**config.mk**
```make
export PLATFORM = sky130hd
export DESIGN_NAME = pimu_combine_stage
export DESIGN_NICKNAME = d
export VERILOG_FILES = /design/src/design/pimu_pkg.sv /design/src/design/pimu_combine_stage.sv
export SDC_FILE = /design/constraint.sdc
export NUM_CORES = 1
export LEC_CHECK = 0
export BUFFER_PORTS_ARGS = -buffer_cell sky130_fd_sc_hd__buf_2
export CORE_AREA = 2 2 370 372
export DETAILED_ROUTE_END_ITERATION = 8
export DIE_AREA = 0 0 372 374
export MAX_ROUTING_LAYER = met4
export PLACE_DENSITY = 0.45
export SLEW_MARGIN = 30
export SYNTH_ARGS = -nofsm -noshare
export SYNTH_HDL_FRONTEND = slang
export SYNTH_SLANG_ARGS = --single-unit
export TNS_END_PERCENT = 50
```
**constraint.sdc**
```tcl
create_clock -name clk -period 6.1 [get_ports clk]
set_clock_uncertainty 0.1 [all_clocks]
set_input_delay 0.61 -clock clk [delete_from_list [all_inputs] [get_ports clk]]
set_output_delay 0.61 -clock clk [all_outputs]
set_load 0.005 [all_outputs]
```
**src/design/pimu_pkg.sv**
```systemverilog
// ----------------------------------------------------------------------------
// pimu_pkg
// shared types and operation codes of the packed integer multiply unit
// ----------------------------------------------------------------------------
package pimu_pkg;

  typedef enum logic [3:0] {
    OP_MULLW    = 4'd0,
    OP_MULLD    = 4'd1,
    OP_MULDQ    = 4'd2,
    OP_MULUDQ   = 4'd3,
    OP_MULHW    = 4'd4,
    OP_MULHUW   = 4'd5,
    OP_MADDWD   = 4'd6,
    OP_MADDUBSW = 4'd7,
    OP_MULHRSW  = 4'd8
  } op_e;

  localparam int unsigned WORD_LANES  = 8;
  localparam int unsigned DWORD_LANES = 4;
  localparam int unsigned BYTE_LANES  = 16;

  // raw lane products, registered between the multiply and combine stages
  typedef struct packed {
    op_e                           op;
    logic [WORD_LANES-1:0][33:0]   wp;  // 17x17 signed word products
    logic [DWORD_LANES-1:0][63:0]  dp;  // low 64 bits of 33x33 dword products
    logic [BYTE_LANES-1:0][17:0]   bp;  // 9x9 signed byte products
  } prod_t;

  localparam logic signed [18:0] SAT_MAX = 19'sh07FFF;
  localparam logic signed [18:0] SAT_MIN = -19'sh08000;
  localparam logic [33:0]        RND_BIAS = 34'h0000_4000;

endpackage

```
**src/design/pimu_combine_stage.sv**
```systemverilog
// ----------------------------------------------------------------------------
// pimu_combine_stage
// pair sums, saturation, rounding and lane selection into the result register
// ----------------------------------------------------------------------------
module pimu_combine_stage
  import pimu_pkg::*;
(
  input  logic         clk,
  input  logic         en,
  input  prod_t        prod,
  output logic [127:0] result_r
);

  logic [DWORD_LANES-1:0][32:0]  dsum;
  logic [WORD_LANES-1:0][18:0]   bsum;
  logic [WORD_LANES-1:0][15:0]   bsat;
  logic [WORD_LANES-1:0][33:0]   rnd;
  logic [127:0]                  result_nxt;

  always_comb begin
    for (int j = 0; j < DWORD_LANES; j++) begin
      dsum[j] = {1'b0, prod.wp[2*j][31:0]} + {1'b0, prod.wp[2*j+1][31:0]};
    end
    for (int i = 0; i < WORD_LANES; i++) begin
      bsum[i] = {prod.bp[2*i][17], prod.bp[2*i]} + {prod.bp[2*i+1][17], prod.bp[2*i+1]};
      if ($signed(bsum[i]) > SAT_MAX) begin
        bsat[i] = 16'h7FFF;
      end else if ($signed(bsum[i]) < SAT_MIN) begin
        bsat[i] = 16'h8000;
      end else begin
        bsat[i] = bsum[i][15:0];
      end
      rnd[i] = prod.wp[i] + RND_BIAS;
    end
  end

  always_comb begin
    result_nxt = '0;
    case (prod.op)
      OP_MULLW: begin
        for (int i = 0; i < WORD_LANES; i++) result_nxt[16*i +: 16] = prod.wp[i][15:0];
      end
      OP_MULLD: begin
        for (int j = 0; j < DWORD_LANES; j++) result_nxt[32*j +: 32] = prod.dp[j][31:0];
      end
      OP_MULDQ, OP_MULUDQ: begin
        result_nxt = {prod.dp[2], prod.dp[0]};
      end
      OP_MULHW, OP_MULHUW: begin
        for (int i = 0; i < WORD_LANES; i++) result_nxt[16*i +: 16] = prod.wp[i][31:16];
      end
      OP_MADDWD: begin
        for (int j = 0; j < DWORD_LANES; j++) result_nxt[32*j +: 32] = dsum[j][31:0];
      end
      OP_MADDUBSW: begin
        for (int i = 0; i < WORD_LANES; i++) result_nxt[16*i +: 16] = bsat[i];
      end
      OP_MULHRSW: begin
        for (int i = 0; i < WORD_LANES; i++) result_nxt[16*i +: 16] = rnd[i][30:15];
      end
      default: begin
        result_nxt = '0;
      end
    endcase
  end

  always_ff @(posedge clk) begin
    if (en) begin
      result_r <= result_nxt;
    end
  end

endmodule

```
After elaboration in Yosys (flattened, before gate mapping). Cells that the tools add are included.

Reduce and logical (&&, ||, !) cells: 3. Equal/unequal tests: 8. Order comparisons: 16. Multiplexer cells: 17. $add $sub $neg: 20.

Operators with widths (count): $pmux 128 s7 (1); $mux 16 (16); $add 31x15->31 const B (8); $add 18x18->19 (8); $gt 19x16->1 const B (8); $lt 19x16->1 const B (8); $add 32x32->32 (4); $eq 4x3->1 const B (4); $eq 4x2->1 const B (2); $eq 4x1->1 const B (1); $eq 4x4->1 const B (1); $logic_not 4->1 (1); $reduce_or 2->1 (2).

Register bits after elaboration: 128. Input port bits: 822. Output and inout port bits: 128. Logic and storage cells: 65.

Longest topological paths before layout.
Depth after elaboration: 5. Depth in mapped cells: 13. Mapped depth without buffers: 12.

Worst setup path before layout. OpenSTA, ideal clock, no wires.

Kind: in2reg. Start: input port prod[680] (netlist bit). End: register result_r[86] (data pin). Required time: 5737 ps. Arrival: 3187 ps. Cell stages on the path: 11. Setup time: 263 ps. Buffers on the path: 0. Slack: 2550 ps. Cell sequence: ha_1 -> fa_1 -> a211oi_2 -> o21ai_1 -> a31o_1 -> a221oi_2 -> o21ai_1 -> o41a_4 -> a31oi_4 -> xnor2_1 -> a2111o_1.

Longest elaborated chain between the ends: 2.

Ends and longest elaborated chain: start: declaration (line pimu_combine_stage.sv:10) `input prod_t prod,`; $add 32x32->32 (line pimu_combine_stage.sv:22) `dsum[j] = {1'b0, prod.wp[2*j][31:0]} + {1'b0, prod.wp[2*j+1][31:0]};`; $pmux 128 s7 (line pimu_combine_stage.sv:39) `case (prod.op)`; via result_nxt[86] (line pimu_combine_stage.sv:18) `logic [127:0] result_nxt;`; end signal: assignment (line pimu_combine_stage.sv:69) `result_r <= result_nxt;`; end: declaration (line pimu_combine_stage.sv:11) `output logic [127:0] result_r`.

The timed path passes the listed nets, and every way through them passes these cells. A chain may end at the register's enable or synchronous reset.

Worst setup path in the final report.
Start: input port prod[144] (netlist bit). End: register result_r[67] (data pin).

Longest elaborated chain between the ends: 5. Elaborated cells between the ends (all ways): 6. Classes of those cells: 1 x add/sub; 2 x order compare; 3 x mux.

Ends and longest elaborated chain: $add 18x18->19 (*) (line pimu_combine_stage.sv:25) `bsum[i] = {prod.bp[2*i][17], prod.bp[2*i]} + {prod.bp[2*i+1][17], prod.bp[2*i+1]};`; $lt 19x16->1 (line pimu_combine_stage.sv:28) `end else if ($signed(bsum[i]) < SAT_MIN) begin`; $mux 16 (line pimu_combine_stage.sv:28); $mux 16 (*) (line pimu_combine_stage.sv:26) `if ($signed(bsum[i]) > SAT_MAX) begin`; $pmux 128 s7 (*) (line pimu_combine_stage.sv:39); via result_nxt[67] (line pimu_combine_stage.sv:18).

The timed path passes the listed nets; every way through them passes the cells marked *.

==> results list <==
* Registers with the most flip-flops: result_r: 128 flops
* Number of design rule violations left after detail routing: 16
* Critical path required time: 6.23 ns
- Ports: 950
- Portion of the post-synthesis area used by sequential elements: 16.0%
- CORE AREA: 135000 um^2
* Critical Path Source Type: primary input
- Synthesis-to-layout area growth: 30.0%
- Number of endpoints failing setup at the final stage: 0
* Number of unique standard cell types used by synthesis: between 90 and 100
* Reg power frac: roughly 23%
- Placement row count: between 100 and 150
- Critical path arrival: between 4 and 5 ns
- Postcts setup bufs: 0
- The detailed router finished its first iteration with between 2000 and 3000 violations.
- The number of clock buffers added by TritonCTS is 17.
- In this run, synthesis produced a sequential element count of 128.
- Post-DR vias/cell: about 5.1
- IR analysis of the VDD net gives a maximum drop of approximately 0.17 mV.
- At the end of routability-driven placement, the weighted congestion stood at 0.986.
* Min Tclk post-route: about 4.1 ns
* Switching portion of total power: 43.8%
- Post-route setup slack: 2.03 ns
- Counting instances, the worst hold path has a depth of 3.
- Of all nets on the critical path, the largest fanout is 13.
- In the global route stage, overall resource usage came out at a little over a fifth.
* Sort of element at the end of the critical path: register
- Derived from the worst setup path, the maximum achievable clock frequency is approximately 250 MHz.
- Clk root buf: sky130_fd_sc_hd__clkbuf_16
- Clock-pin slew of the registers on the worst-case setup and hold paths: about 0.090 ns
- Pin count of the biggest net entering global routing: 68
- At the placement stage, the worst setup path has a slack of approximately 1.6 ns.
- The routed design has about 150 mm of wire.
- Number of nets in the layout: just under 5000
- Fraction of power consumed by the clock network: about a quarter
- In the layout the commonest cells are sky130_fd_sc_hd__buf_2, sky130_fd_sc_hd__a21oi_1, sky130_fd_sc_hd__ha_1, sky130_fd_sc_hd__nor2_1, sky130_fd_sc_hd__nand2_1.
- Leakage power total: 0.0132 uW
- Total global routing overflow: 0
- Area of the die: 139000 um^2
* Violated checks: DRC
* Remaining number of nets flagged by the antenna check after routing: 0
- Biggest area consumer among synthesized cells: sky130_fd_sc_hd__edfxtp_1
- Power per Cell Area: ~160 nW/um^2
- Synthesis produced a netlist with a net count of 4125.
- The via count of the first global-routing pass was 27900.
- The startpoint identified for the worst hold timing path is prod[417].
- The most used flip-flop cell after synthesis is sky130_fd_sc_hd__edfxtp_1.
* Synthesis Warnings: 0
- Max-cap viol count: 0
- The max-slew violation total from the final report came to 0.
- CTS H-tree depth: 4
* Clock tree from TritonCTS: yes
- Cells with a size suffix above 1 make up 25.8% of the layout.
- Hold Fails Final Rpt: 0
- Main area contributors after synthesis: sky130_fd_sc_hd__edfxtp_1, sky130_fd_sc_hd__ha_1, sky130_fd_sc_hd__xnor2_1
* Hold crit path type: primary input to register
* Register bank with the most flops: result_r
- Die span in y: 374 um
* Number of antenna violations at the first check in global routing: between 60 and 70
- Setup repair after global routing left no endpoint under its margin.
- Post-synthesis instance total: between 3000 and 4000
- Type of the worst setup path: primary input to register
* Synthesized area per cell: slightly below 8 um^2
- Summed over its instances, the top area cell type makes up roughly 16% of the synthesized netlist area.
- The worst path uses about two thirds of the clock period.
- Once the floorplan was initialized, standard cells occupied between 15 and 20% of the core.
- No sink is reached through more buffers than the 2 on the longest clock path.
- Number of iterations in the first detailed-routing pass: 9
- Hold Buf Count CTS: 0
* Routed vias: roughly 29000
- Number of flops mapped to enable cells by yosys: between 100 and 150
- Detailed placement ended at an HPWL of ~130 mm.
- Worst hold endpoint: result_r[65]
* Relative slew slack: 33.7%
* TritonCTS sink count: between 100 and 150
- Combinational share of power: 53.7%
* Transition time at the pin with the least slew margin: 0.988 ns
- Reported net switching power: around 2200 uW
- Outcome: complete, but fails checks
- Internal Dissipation: about 2900 uW
- The first global-routing pass estimated 205 mm of wire.
- Gates resized during post-CTS repair numbered 0.
* Post-synthesis async set-or-reset flop share: 0%
- Most common cell after layout, fill and taps aside: sky130_fd_sc_hd__buf_2
- Aggregate negative setup slack: 0 ns
- Die boundary width: roughly 370 um
- Total of buffers placed on input and output ports: approximately 870
- Dividing the detail-routed wire length by the instance count gives between 20 and 30 um.
- The register with the most flip-flops in the layout has around 130 of them.
* Combined area of all synthesized cells: approximately 24000 um^2
metal layers:
layer | part of all wire (%) | GRT usage, %
met5 | 0 | -
met4 | 4.2 | 8.85
met3 | 7.9 | 5.65
met2 | 47 | 34.1
met1 | 41 | 24.7
cells in the mapped netlist (43+ instances only):
master                     instances
sky130_fd_sc_hd__a211oi_1         54
sky130_fd_sc_hd__a21o_1           90
sky130_fd_sc_hd__a21oi_1         287
sky130_fd_sc_hd__a221oi_1         46
sky130_fd_sc_hd__a222oi_1         68
sky130_fd_sc_hd__a22oi_1          49
sky130_fd_sc_hd__a31oi_1          46
sky130_fd_sc_hd__clkbuf_1         96
sky130_fd_sc_hd__edfxtp_1        128
sky130_fd_sc_hd__ha_1            276
sky130_fd_sc_hd__inv_1            86
sky130_fd_sc_hd__nand2_1         197
sky130_fd_sc_hd__nand3_1          99
sky130_fd_sc_hd__nand4_1          43
sky130_fd_sc_hd__nor2_1          198
sky130_fd_sc_hd__nor3_1           61
sky130_fd_sc_hd__o211ai_1         78
sky130_fd_sc_hd__o21ai_0         196
sky130_fd_sc_hd__o21ai_1          45
sky130_fd_sc_hd__o21bai_1         43
sky130_fd_sc_hd__xnor2_1         172
sky130_fd_sc_hd__xor2_1          153
cell type report:
type	count	area (um^2)
Fill cell	15200	104000
Multi-Input combinational cell	2679	19400
Timing Repair Buffer	903	4650
Sequential cell	128	3840
Tap cell	1781	2230
Clock buffer	19	433
Inverter	86	323
Clock inverter	13	169
Antenna cell	60	150
cell families (layout without fill, tap and decap cells):
family                     after synthesis  after routing  share of synthesized area, %
other                                    0             60                             0
DFF                                    128            128                          16.0
buffers and inverters                  208           1021                          3.38
AOI/OAI and AO/OA                     1258           1258                          36.5
xor gates and xnor gates               326            326                          11.9
muxes                                   13             13                         0.543
adders and majority gates              288            288                          15.4
and+or+nand+nor                        794            794                          16.2
through the flow:
step / hold slack (ns) / cells / cell area [um^2] / total power, uW / utilization [%]
after floorplan: 0.622 / 3015 / 24000 / 2720 / -
after global placement: 0.845 / 5577 / 30400 / 3890 / 22.5
after CTS: 0.233 / 5609 / 31000 / 5130 / 23.0
after global routing: 0.276 / 5657 / 31100 / 5390 / 23.1
final: 0.294 / 5669 / 31200 / 5090 / 23.1
after detailed placement: 0.849 / 5577 / 30400 / 3890 / 22.5
worst max path at each step:
stage	start	depth (start not counted)	slack, ns	to
finish	prod[144]	12	2.03	result_r[67]
global route	prod[144]	12	1.92	result_r[67]
global placement	prod[6]	11	1.56	result_r[3]
floorplan	prod[680]	11	2.55	result_r[86]
CTS	prod[144]	12	2.21	result_r[69]
detailed placement	prod[6]	11	1.60	result_r[3]
power by group through the flow:
stage	registers [uW]	clock network (uW)	logic, uW
after floorplan	1160	0	1560
after global placement	1190	0	2700
after detailed placement	1190	0	2700
after CTS	1170	1240	2720
after global routing	1170	1250	2970
final	1170	1190	2730
worst max-delay path, stage by stage:
cell and delay (ns):
sky130_fd_sc_hd__buf_2 0.10, sky130_fd_sc_hd__ha_1 0.23, sky130_fd_sc_hd__fa_1 0.43, sky130_fd_sc_hd__a211oi_1 0.38
sky130_fd_sc_hd__o21ai_1 0.17, sky130_fd_sc_hd__a41o_1 0.30, sky130_fd_sc_hd__a21o_1 0.24, sky130_fd_sc_hd__a21oi_1 0.17
sky130_fd_sc_hd__xnor2_1 0.11, sky130_fd_sc_hd__o31ai_1 0.69, sky130_fd_sc_hd__or2_1 0.53, sky130_fd_sc_hd__o311ai_0 0.23
Note: power is estimated with default switching activity, not from simulation.
